File: config.mk
export PLATFORM = sky130hd
export DESIGN_NAME = a51_stream_cipher_core
export DESIGN_NICKNAME = d
export VERILOG_FILES = /design/src/rtl/a51_pkg.sv /design/src/rtl/a51_lfsr.sv /design/src/rtl/a51_count.sv /design/src/rtl/a51_stream_cipher_core.sv
export VERILOG_INCLUDE_DIRS = /design/src /design/src/rtl
export SDC_FILE = /design/constraint.sdc
export NUM_CORES = 1
export LEC_CHECK = 0
export BUFFER_PORTS_ARGS = -buffer_cell sky130_fd_sc_hd__clkbuf_2
export CAP_MARGIN = 20
export CELL_PAD_IN_SITES_DETAIL_PLACEMENT = 0
export CELL_PAD_IN_SITES_GLOBAL_PLACEMENT = 1
export CORE_ASPECT_RATIO = 0.5
export CORE_UTILIZATION = 30
export DETAILED_ROUTE_END_ITERATION = 10
export GPL_TIMING_DRIVEN = 0
export PLACE_DENSITY = 0.63
export RECOVER_POWER = 50
export SYNTH_ARGS = -nofsm -noshare
export SYNTH_HDL_FRONTEND = slang
export SYNTH_SLANG_ARGS = --single-unit
export TNS_END_PERCENT = 5
File: constraint.sdc
create_clock -name clk -period 3.6 [get_ports clk]
set_clock_uncertainty 0.15 [all_clocks]
set_input_delay 0.18 -clock clk [delete_from_list [all_inputs] [get_ports clk]]
set_output_delay 0.18 -clock clk [all_outputs]
set_load 0.02 [all_outputs]
File: src/rtl/a51_stream_cipher_core_defines.svh
// Assertion macros for the A5/1 cipher RTL.
`ifndef A51_STREAM_CIPHER_CORE_DEFINES_SVH
`define A51_STREAM_CIPHER_CORE_DEFINES_SVH

// Same-cycle implication, checked on clk with async reset masked.
`define A51_ASSERT_NOW(label, ante, cons, msg) \
	label: assert property (@(posedge clk) disable iff (!arst_n) (ante) |-> (cons)) \
		else $error(msg);

// Next-cycle implication, checked on clk with async reset masked.
`define A51_ASSERT_NEXT(label, ante, cons, msg) \
	label: assert property (@(posedge clk) disable iff (!arst_n) (ante) |=> (cons)) \
		else $error(msg);

`endif

File: src/rtl/a51_pkg.sv
// Shared types and constants of the A5/1 stream cipher core.
package a51_pkg;

	// Default burst geometry
	localparam int BURST_LENGTH_DEF  = 114;
	localparam int WARMUP_CLOCKS_DEF = 100;

	// Frame setup: key bits then COUNT bits, one per clock
	localparam int KEY_BITS     = 64;
	localparam int COUNT_BITS   = 22;
	localparam int SETUP_CLOCKS = KEY_BITS + COUNT_BITS;
	localparam int FRAME_W      = 32;

	// LFSR feedback taps and clocking bit positions
	localparam logic [18:0] TAPS_ONE   = 19'h72000;
	localparam logic [21:0] TAPS_TWO   = 22'h300000;
	localparam logic [22:0] TAPS_THREE = 23'h700080;
	localparam int CLK_POS_ONE   = 8;
	localparam int CLK_POS_TWO   = 10;
	localparam int CLK_POS_THREE = 10;

	// COUNT fields: T1 = fn / 1326, T3 = fn mod 51, T2 = fn mod 26
	localparam int MOD_T2 = 26;
	localparam int MOD_T3 = 51;
	localparam int DIV_T1 = 26 * 51;
	localparam int T1_W   = 11;
	localparam int T3_W   = 6;
	localparam int T2_W   = 5;

	// Register map index (byte address bit 3)
	typedef enum logic {
		REG_CIPHER_KEY  = 1'b0,
		REG_START_FRAME = 1'b1
	} reg_idx_t;

	// Control of the three LFSRs for one clock
	typedef struct packed {
		logic clr;   // clear all registers
		logic load;  // clock all, XOR din into bit 0
		logic maj;   // majority clock
		logic din;   // setup bit
	} lfsr_ctl_t;

endpackage

File: src/rtl/a51_lfsr.sv
// Three A5/1 LFSRs with load and majority clocking, one clock per cycle.
module a51_lfsr (
	input  logic                clk,
	input  logic                arst_n,
	input  a51_pkg::lfsr_ctl_t  ctl,
	output logic                ks_bit
);

	logic [18:0] r1_q;
	logic [21:0] r2_q;
	logic [22:0] r3_q;
	logic        c1, c2, c3, maj_v;
	logic        en1, en2, en3;
	logic [18:0] sh1;
	logic [21:0] sh2;
	logic [22:0] sh3;

	// Majority vote over the clocking bits
	assign c1    = r1_q[a51_pkg::CLK_POS_ONE];
	assign c2    = r2_q[a51_pkg::CLK_POS_TWO];
	assign c3    = r3_q[a51_pkg::CLK_POS_THREE];
	assign maj_v = (c1 & c2) | (c1 & c3) | (c2 & c3);

	assign en1 = ctl.load | (ctl.maj & (c1 == maj_v));
	assign en2 = ctl.load | (ctl.maj & (c2 == maj_v));
	assign en3 = ctl.load | (ctl.maj & (c3 == maj_v));

	// Shift left, parity of taps into bit 0, setup bit XORed in
	assign sh1 = {r1_q[17:0], (^(r1_q & a51_pkg::TAPS_ONE)) ^ (ctl.load & ctl.din)};
	assign sh2 = {r2_q[20:0], (^(r2_q & a51_pkg::TAPS_TWO)) ^ (ctl.load & ctl.din)};
	assign sh3 = {r3_q[21:0], (^(r3_q & a51_pkg::TAPS_THREE)) ^ (ctl.load & ctl.din)};

	always_ff @(posedge clk or negedge arst_n) begin
		if (!arst_n) begin
			r1_q <= '0;
			r2_q <= '0;
			r3_q <= '0;
		end else if (ctl.clr) begin
			r1_q <= '0;
			r2_q <= '0;
			r3_q <= '0;
		end else begin
			if (en1) r1_q <= sh1;
			if (en2) r2_q <= sh2;
			if (en3) r3_q <= sh3;
		end
	end

	// Output bit as it stands after this clock
	assign ks_bit = (en1 ? r1_q[17] : r1_q[18])
		^ (en2 ? r2_q[20] : r2_q[21])
		^ (en3 ? r3_q[21] : r3_q[22]);

endmodule

File: src/rtl/a51_count.sv
// Bit-serial COUNT builder: frame number divided by 1326, mod 51 and mod 26.
module a51_count (
	input  logic                               clk,
	input  logic                               arst_n,
	input  logic                               start,
	input  logic [a51_pkg::FRAME_W-1:0]        frame_num,
	output logic [a51_pkg::COUNT_BITS-1:0]     count,
	output logic                               busy
);

	localparam int STEP_W = $clog2(a51_pkg::FRAME_W);

	logic [a51_pkg::FRAME_W-1:0] fn_sh_q;
	logic [STEP_W-1:0]           step_q;
	logic                        busy_q;
	logic [a51_pkg::T2_W-1:0]    r26_q;
	logic [a51_pkg::T3_W-1:0]    r51_q;
	logic [a51_pkg::T1_W-1:0]    r1326_q;
	logic [a51_pkg::T1_W-1:0]    quot_q;

	logic [a51_pkg::T2_W:0]      t26;
	logic [a51_pkg::T3_W:0]      t51;
	logic [a51_pkg::T1_W:0]      t1326;
	logic                        qbit;
	logic                        b;

	// One restoring step per cycle, MSB of the frame number first
	assign b     = fn_sh_q[a51_pkg::FRAME_W-1];
	assign t26   = {r26_q, b};
	assign t51   = {r51_q, b};
	assign t1326 = {r1326_q, b};
	assign qbit  = t1326 >= (a51_pkg::T1_W+1)'(a51_pkg::DIV_T1);

	always_ff @(posedge clk or negedge arst_n) begin
		if (!arst_n) begin
			busy_q <= 1'b0;
			step_q <= '0;
		end else if (start) begin
			busy_q <= 1'b1;
			step_q <= '0;
		end else if (busy_q) begin
			step_q <= step_q + 1'b1;
			if (step_q == STEP_W'(a51_pkg::FRAME_W - 1)) busy_q <= 1'b0;
		end
	end

	// Datapath registers
	always_ff @(posedge clk) begin
		if (start) begin
			fn_sh_q <= frame_num;
			r26_q   <= '0;
			r51_q   <= '0;
			r1326_q <= '0;
			quot_q  <= '0;
		end else if (busy_q) begin
			fn_sh_q <= {fn_sh_q[a51_pkg::FRAME_W-2:0], 1'b0};
			r26_q   <= (t26 >= (a51_pkg::T2_W+1)'(a51_pkg::MOD_T2))
				? a51_pkg::T2_W'(t26 - (a51_pkg::T2_W+1)'(a51_pkg::MOD_T2))
				: a51_pkg::T2_W'(t26);
			r51_q   <= (t51 >= (a51_pkg::T3_W+1)'(a51_pkg::MOD_T3))
				? a51_pkg::T3_W'(t51 - (a51_pkg::T3_W+1)'(a51_pkg::MOD_T3))
				: a51_pkg::T3_W'(t51);
			r1326_q <= qbit
				? a51_pkg::T1_W'(t1326 - (a51_pkg::T1_W+1)'(a51_pkg::DIV_T1))
				: a51_pkg::T1_W'(t1326);
			quot_q  <= {quot_q[a51_pkg::T1_W-2:0], qbit};
		end
	end

	assign count = {quot_q, r51_q, r26_q};
	assign busy  = busy_q;

endmodule

File: src/rtl/a51_stream_cipher_core.sv
// Top level of the A5/1 byte stream cipher: sequencer, registers and handshakes.
//
//   channel | signals                                       | beat
//   --------+-----------------------------------------------+----------------------------
//   in      | in_valid, in_stall, data_byte, last_of_message | one data byte
//   out     | out_valid, out_stall, out_byte                | one combined byte
//   cfg     | psel, penable, pwrite, paddr, pwdata, ...     | cipher_key @0, start_frame @8
//
// A byte inside a frame passes through accept, eight keystream bit slots and output load.
// The first byte of a frame first takes the key and COUNT load and the warm-up majority
// clocks of the single LFSR bank, which clocks one bit per cycle.
// Reset clears the LFSRs, frame state and both channels; no clearing pass.
// One byte is in work at a time; in_stall is high until it reaches the output
// register, which holds its beat while out_stall is high.
module a51_stream_cipher_core #(
	parameter int BURST_LENGTH  = a51_pkg::BURST_LENGTH_DEF,
	parameter int WARMUP_CLOCKS = a51_pkg::WARMUP_CLOCKS_DEF
) (
	input  logic        clk,
	input  logic        arst_n,
	// configuration port
	input  logic        psel,
	input  logic        penable,
	input  logic        pwrite,
	input  logic [3:0]  paddr,
	input  logic [63:0] pwdata,
	output logic [63:0] prdata,
	output logic        pready,
	// input channel
	input  logic        in_valid,
	output logic        in_stall,
	input  logic [7:0]  data_byte,
	input  logic        last_of_message,
	// output channel
	output logic        out_valid,
	input  logic        out_stall,
	output logic [7:0]  out_byte
);

	`include "a51_stream_cipher_core_defines.svh"

	localparam int BURST_BYTES = (BURST_LENGTH + 7) / 8;
	localparam int FRAME_BYTES = 2 * BURST_BYTES;
	localparam int POS_W       = $clog2(FRAME_BYTES);
	localparam int BIB_W       = $clog2(BURST_BYTES + 1);
	localparam int STEP_MAX    = (WARMUP_CLOCKS > a51_pkg::SETUP_CLOCKS)
		? WARMUP_CLOCKS : a51_pkg::SETUP_CLOCKS;
	localparam int STEP_W      = $clog2(STEP_MAX + 1);
	localparam int FW          = a51_pkg::FRAME_W;
	localparam int KW          = a51_pkg::KEY_BITS;
	localparam int CW          = a51_pkg::COUNT_BITS;

	typedef enum logic [4:0] {
		S_IDLE  = 5'b00001,
		S_SETUP = 5'b00010,
		S_WARM  = 5'b00100,
		S_GEN   = 5'b01000,
		S_DONE  = 5'b10000
	} state_t;

	state_t              state_q;
	logic [STEP_W-1:0]   step_q;
	logic [KW-1:0]       key_q;
	logic [FW-1:0]       start_frame_q;
	logic [FW-1:0]       frame_q;
	logic [POS_W-1:0]    pos_q;
	logic                open_q;
	logic [BIB_W-1:0]    bib_q;
	logic [7:0]          data_q;
	logic [7:0]          ks_q;
	logic [7:0]          res_q;
	logic [KW-1:0]       load_sh_q;
	logic                out_valid_q;
	logic [7:0]          out_byte_q;

	logic                cfg_wr;
	a51_pkg::reg_idx_t   cfg_idx;
	logic                in_fire;
	logic                out_fire;
	logic                done_take;
	logic [POS_W-1:0]    pos_eff;
	logic [FW-1:0]       frame_eff;
	logic [POS_W:0]      pos_inc;
	logic                pos_wrap;
	logic                new_frame;
	logic [BIB_W-1:0]    bib_nxt;
	logic                gen_active;
	logic                gen_last;
	logic                ks_bit;
	logic                ks_bit_nxt;
	logic [CW-1:0]       cnt_count;
	logic                cnt_busy;
	a51_pkg::lfsr_ctl_t  lfsr_ctl;

	// Configuration registers
	assign cfg_wr  = psel & penable & pwrite & pready;
	assign cfg_idx = a51_pkg::reg_idx_t'(paddr[3]);
	assign pready  = 1'b1;

	always_ff @(posedge clk or negedge arst_n) begin
		if (!arst_n) begin
			key_q         <= '0;
			start_frame_q <= '0;
		end else if (cfg_wr) begin
			case (cfg_idx)
				a51_pkg::REG_CIPHER_KEY:  key_q         <= pwdata;
				a51_pkg::REG_START_FRAME: start_frame_q <= pwdata[FW-1:0];
				default: ;
			endcase
		end
	end

	always_comb begin
		case (cfg_idx)
			a51_pkg::REG_CIPHER_KEY:  prdata = key_q;
			a51_pkg::REG_START_FRAME: prdata = {(64-FW)'(0), start_frame_q};
			default:                  prdata = '0;
		endcase
	end

	// Handshakes
	assign in_stall  = (state_q != S_IDLE);
	assign in_fire   = in_valid & ~in_stall;
	assign out_fire  = out_valid_q & ~out_stall;
	assign done_take = (state_q == S_DONE) & (~out_valid_q | ~out_stall);

	// Message and frame position as seen by the accepted byte
	assign pos_eff   = open_q ? pos_q : '0;
	assign frame_eff = open_q ? frame_q : start_frame_q;
	assign pos_inc   = {1'b0, pos_eff} + 1'b1;
	assign pos_wrap  = pos_inc >= (POS_W+1)'(FRAME_BYTES);
	assign new_frame = in_fire & (pos_eff == '0);
	assign bib_nxt   = (pos_eff < POS_W'(BURST_BYTES))
		? BIB_W'(pos_eff) : BIB_W'(pos_eff - POS_W'(BURST_BYTES));

	// Keystream bit slot inside the burst; padding slots give zero
	assign gen_active = {bib_q, step_q[2:0]} < (BIB_W+3)'(BURST_LENGTH);
	assign gen_last   = step_q == STEP_W'(7);
	assign ks_bit_nxt = gen_active & ks_bit;

	// LFSR control per state
	always_comb begin
		lfsr_ctl = '0;
		case (state_q)
			S_IDLE:  lfsr_ctl.clr = new_frame;
			S_SETUP: begin
				lfsr_ctl.load = 1'b1;
				lfsr_ctl.din  = load_sh_q[0];
			end
			S_WARM:  lfsr_ctl.maj = 1'b1;
			S_GEN:   lfsr_ctl.maj = gen_active;
			S_DONE:  ;
			default: ;
		endcase
	end

	a51_lfsr u_lfsr (
		.clk    (clk),
		.arst_n (arst_n),
		.ctl    (lfsr_ctl),
		.ks_bit (ks_bit)
	);

	a51_count u_count (
		.clk       (clk),
		.arst_n    (arst_n),
		.start     (new_frame),
		.frame_num (frame_eff),
		.count     (cnt_count),
		.busy      (cnt_busy)
	);

	// Sequencer and frame state
	always_ff @(posedge clk or negedge arst_n) begin
		if (!arst_n) begin
			state_q <= S_IDLE;
			step_q  <= '0;
			frame_q <= '0;
			pos_q   <= '0;
			open_q  <= 1'b0;
		end else begin
			case (state_q)
				S_IDLE: begin
					if (in_fire) begin
						step_q  <= '0;
						state_q <= (pos_eff == '0) ? S_SETUP : S_GEN;
						open_q  <= ~last_of_message;
						pos_q   <= pos_wrap ? '0 : pos_inc[POS_W-1:0];
						frame_q <= pos_wrap ? frame_eff + 1'b1 : frame_eff;
					end
				end
				S_SETUP: begin
					if (step_q == STEP_W'(a51_pkg::SETUP_CLOCKS - 1)) begin
						step_q  <= '0;
						state_q <= (WARMUP_CLOCKS == 0) ? S_GEN : S_WARM;
					end else begin
						step_q <= step_q + 1'b1;
					end
				end
				S_WARM: begin
					if (step_q == STEP_W'(WARMUP_CLOCKS - 1)) begin
						step_q  <= '0;
						state_q <= S_GEN;
					end else begin
						step_q <= step_q + 1'b1;
					end
				end
				S_GEN: begin
					step_q <= step_q + 1'b1;
					if (gen_last) state_q <= S_DONE;
				end
				S_DONE: begin
					if (done_take) state_q <= S_IDLE;
				end
				default: state_q <= S_IDLE;
			endcase
		end
	end

	// Payload registers: byte, burst slot, setup bit shifter, keystream shifter, result
	always_ff @(posedge clk) begin
		if (in_fire) begin
			data_q    <= data_byte;
			bib_q     <= bib_nxt;
			load_sh_q <= key_q;
		end else if (state_q == S_SETUP) begin
			if (step_q == STEP_W'(KW - 1)) load_sh_q <= {(KW-CW)'(0), cnt_count};
			else load_sh_q <= {1'b0, load_sh_q[KW-1:1]};
		end
		if (state_q == S_GEN) begin
			ks_q <= {ks_q[6:0], ks_bit_nxt};
			if (gen_last) res_q <= data_q ^ {ks_q[6:0], ks_bit_nxt};
		end
	end

	// Output register
	always_ff @(posedge clk or negedge arst_n) begin
		if (!arst_n) begin
			out_valid_q <= 1'b0;
		end else if (done_take) begin
			out_valid_q <= 1'b1;
		end else if (out_fire) begin
			out_valid_q <= 1'b0;
		end
	end

	always_ff @(posedge clk) begin
		if (done_take) out_byte_q <= res_q;
	end

	assign out_valid = out_valid_q;
	assign out_byte  = out_byte_q;

	// Checks
	`A51_ASSERT_NOW(a_count_ready, (state_q == S_SETUP) && (step_q == STEP_W'(KW - 1)), !cnt_busy, "COUNT not ready at key/count boundary")
	`A51_ASSERT_NEXT(a_accept_starts, in_fire, (state_q == S_SETUP) || (state_q == S_GEN), "accepted beat did not start work")
	`A51_ASSERT_NEXT(a_done_holds, (state_q == S_DONE) && out_valid_q && out_stall, state_q == S_DONE, "result left DONE while output blocked")
	`A51_ASSERT_NOW(a_state_onehot, 1'b1, $onehot(state_q), "sequencer state not one-hot")

endmodule

==> results.md <==
* Status: finished with violations
* Failing checks: capacitance limit, slew limit, setup timing
* Root buffer cell: clkbuf_16
* Routed len/inst at 18.5 um
* Ant diodes at 0
* Clk_lat worst skew at approximately 0.54 ns
* Antenna-violating nets left at 0
* Slowest cell on the critical path: dfrtp_2
* Final core occ at 0.374
* Area grow syn2layout at 21.9%
* Fin nets at ~1,900
* Register area share after synthesis at 0.563
* Hold Vio Cnt, Final at 0
* Final setup margin at -0.0588 ns
* Global-route wire length before repair at around 75 mm
* Routability Congestion at between 0.8 and 0.9
* Final std cells w/o fill at approximately 2,600
* GRT overflow at 0
* Period minus WS final at roughly 3.7 ns
* Final Total Pwr at 16,500 uW
* Clock buffer count from CTS at 39
* Period utilization at 1.02
* Flop pwr share at 0.423
* Net Switching at 5940 uW
* Num ports at approximately 160
* Total GRT Usage at 0.159
* VDD IR max at 0.000306 V
* Die area at 60,300 um2
* Vias/cell at just under 5
* Most used DFF post-synth: dfrtp_1
* CP arrival at around 3.9 ns
* Row cnt at 62
* Reg clk slew, reported paths at 0.07 ns
* Post-Syn Area per Cell at 11.5 um2
* Synth area leaders: dfrtp_1, edfxtp_1, mux2_2
* Yosys reg bits at between 300 and 400
* Fraction of layout cells with a size suffix above 1 at 0.193
* Number of library cell types mapped by synthesis at 72
* Detailed Place HPWL at roughly 34 mm
* Peak Freq at about 0.27 GHz
* Endpoints failing setup at 3
* Hold Crit Class: in2reg
* DRT iter0 DRCs at 859
* # DRC at 0
* Critical Path End Type: flop
* Total of max-cap violations at 1
* CP Class: reg2reg
* CTS tree: done
* Int Power at roughly 11,000 uW
* Pwr Density at around 760 nW/um2
* RSZ-0062 raised after global routing: yes
* DR vias at around 13,000
* Most used cell, CP: buf_6
* Largest net degree at the start of global routing at 100
* Core box area at between 50,000 and 60,000 um2
* Switching Fraction at 0.361
* Synthesized Nets at roughly 1,600
* Clock tree buffer depth at 3
* Placed Cells at roughly 2,500
* Worst slew margin at -0.963
* Worst-margin pin slew at between 2 and 3 ns
* Slew Limit Fails at 48
* Commonest non-fill, non-tap cell in the layout: dfrtp_1
* Clock sink total at 380
* Final WL at between 40 and 50 mm
* CP startpoint kind: flop
* Area of the mapped netlist at 17,800 um2
* Initial antenna violation count at 0
* Vias in the first global route at between 10,000 and 15,000
* EDFF count, synth at around 130
* Yosys warning total at 0
* Worst-path cell chain: buf_6 -> buf_12 -> buf_16 -> clkbuf_8 -> nand2_1 -> inv_2 -> ha_4 -> o211ai_1 -> nor2_1 -> a32oi_1 -> or3_1 -> buf_6 -> or3b_4 -> xnor2_1 -> a221o_2
* Clk network pwr share at 0.246
* Starting Density at 0.307
* Post-synthesis cell count at 1,544
* WP data required at between 3 and 4 ns
* Combinational power share at 0.331
* Place WS at -1.11 ns
* Worst path max stage delay at ~0.41 ns
* Asr flop ratio synth at 0.571
* Die Wd at around 350 um
* Commonest non-fill, non-tap cells in the layout: dfrtp_1, nand2_1, edfxtp_1
* Chip height at about 170 um
* Leading area contributor after synthesis: dfrtp_1
* IO buf count at roughly 150
* Share of the synthesized area in the top cell type at 0.304
* CTS HTree Levels at 2
* Worst hold slack at approximately 0.21 ns
* Detailed Routing Iterations Pass 1 at 5
* Crit-path max FO at 19
* LEAKAGE at a little over 0.009 uW
critical path, delay by kind of cell (launching register included):
| family | cells | cell delay [ns] |
|---|---|---|
| DFF | 1 | 0.41 |
| AOI/OAI and AO/OA | 3 | 0.60 |
| buffers and inverters | 6 | 0.93 |
| xor gates and xnor gates | 1 | 0.13 |
| adders and majority gates | 1 | 0.27 |
| and+or+nand+nor | 4 | 1.04 |
Yosys cell counts (5+ instances only):
cell        n
nor2_1    103
a31oi_1     9
dfxtp_1    32
nand2_1   178
edfxtp_1  131
a221o_1     8
a22o_1     41
and2_1      8
o31ai_1    10
dfrtp_1   216
xnor2_1    34
buf_2      14
nand3_1    32
mux2_2    129
xor2_1     25
a21oi_1    76
mux2i_1   113
nor3_1     15
buf_1      11
nor2b_1    40
o21ai_0    92
o22ai_1    15
or3_1       5
nand3b_1   17
nand2b_1   11
inv_1      16
ha_1       12
nand4_1     7
a211oi_1    8
clkbuf_1   61
flip-flops by register name, summed over array words and instances, names as in the netlist, 8 cells and up:
name             flops
data_q               8
out_byte             8
load_sh_q           64
u_lfsr.r3_q         23
u_count.r1326_q     11
frame_q             32
u_lfsr.r1_q         19
u_count.fn_sh_q     32
start_frame_q       32
key_q               64
u_count.quot_q      11
u_lfsr.r2_q         22
res_q                8
power by group through the flow:
stage | Sequential, uW | Combinational (uW) | Clock [uW]
finish | 6970 | 5450 | 4060
global route | 7120 | 6010 | 4340
CTS | 6960 | 5460 | 4170
detailed placement | 7040 | 5330 | 0
global placement | 7060 | 5220 | 0
floorplan | 6710 | 3780 | 0
layout make-up:
type	instances	area, um2
Clock buffer	56	1120
Sequential cell	380	10000
Clock inverter	14	123
Timing Repair Buffer	235	1570
Tap cell	768	961
Multi-Input combinational cell	1056	7390
Fill cell	5664	36300
Inverter	17	63.8
Buffer	89	424
routing by layer:
layer	track usage	wire [um]
met1	0.226	23700
met2	0.256	22300
met3	0.0244	1500
met4	0.0344	792
met5	0	0
cells by family after synthesis:
family,Yosys count,synth area share
other,1,0.000211
multiplexers,243,0.146
flip-flops,380,0.563
adder cells (fa/ha/maj),12,0.00845
AO/OA/AOI/OAI,298,0.109
buffers and inverters,108,0.0255
XOR/XNOR,59,0.0291
AND/OR/NAND/NOR,443,0.119
metrics by stage:
stage	area [um2]	setup TNS (ns)
after floorplan	17800	-0.0958
after global placement	19500	-764.27
after detailed placement	19600	-120.03
after CTS	21700	-0.0460
after global routing	21700	-8.81
final	21700	-0.0818
repair_timing:
item / CTS / global route
endpoints found under the setup margin: 279 / 165
pin swaps: 1 / 1
hold endpoints to repair: 326 / 0
setup buffers: 1 / 0
hold buffers: 76 / 0
resized for setup: 18 / 11
path summary, 6_finish.rpt:
check / slack, ns / cells after the start / to / startpoint
max reg2reg: -0.06 / 15 / frame_q[18] / open_q
min in group asynchronous: 0.99 / 2 / key_q[26] / arst_n
min: 0.21 / 2 / data_q[3] / data_byte[3]
min reg2reg: 0.27 / 0 / out_byte[2] / res_q[2]
max in group asynchronous: 0.49 / 3 / u_lfsr.r2_q[8] / arst_n
max: -0.06 / 15 / frame_q[18] / open_q
(Power assumes the default switching activity.)
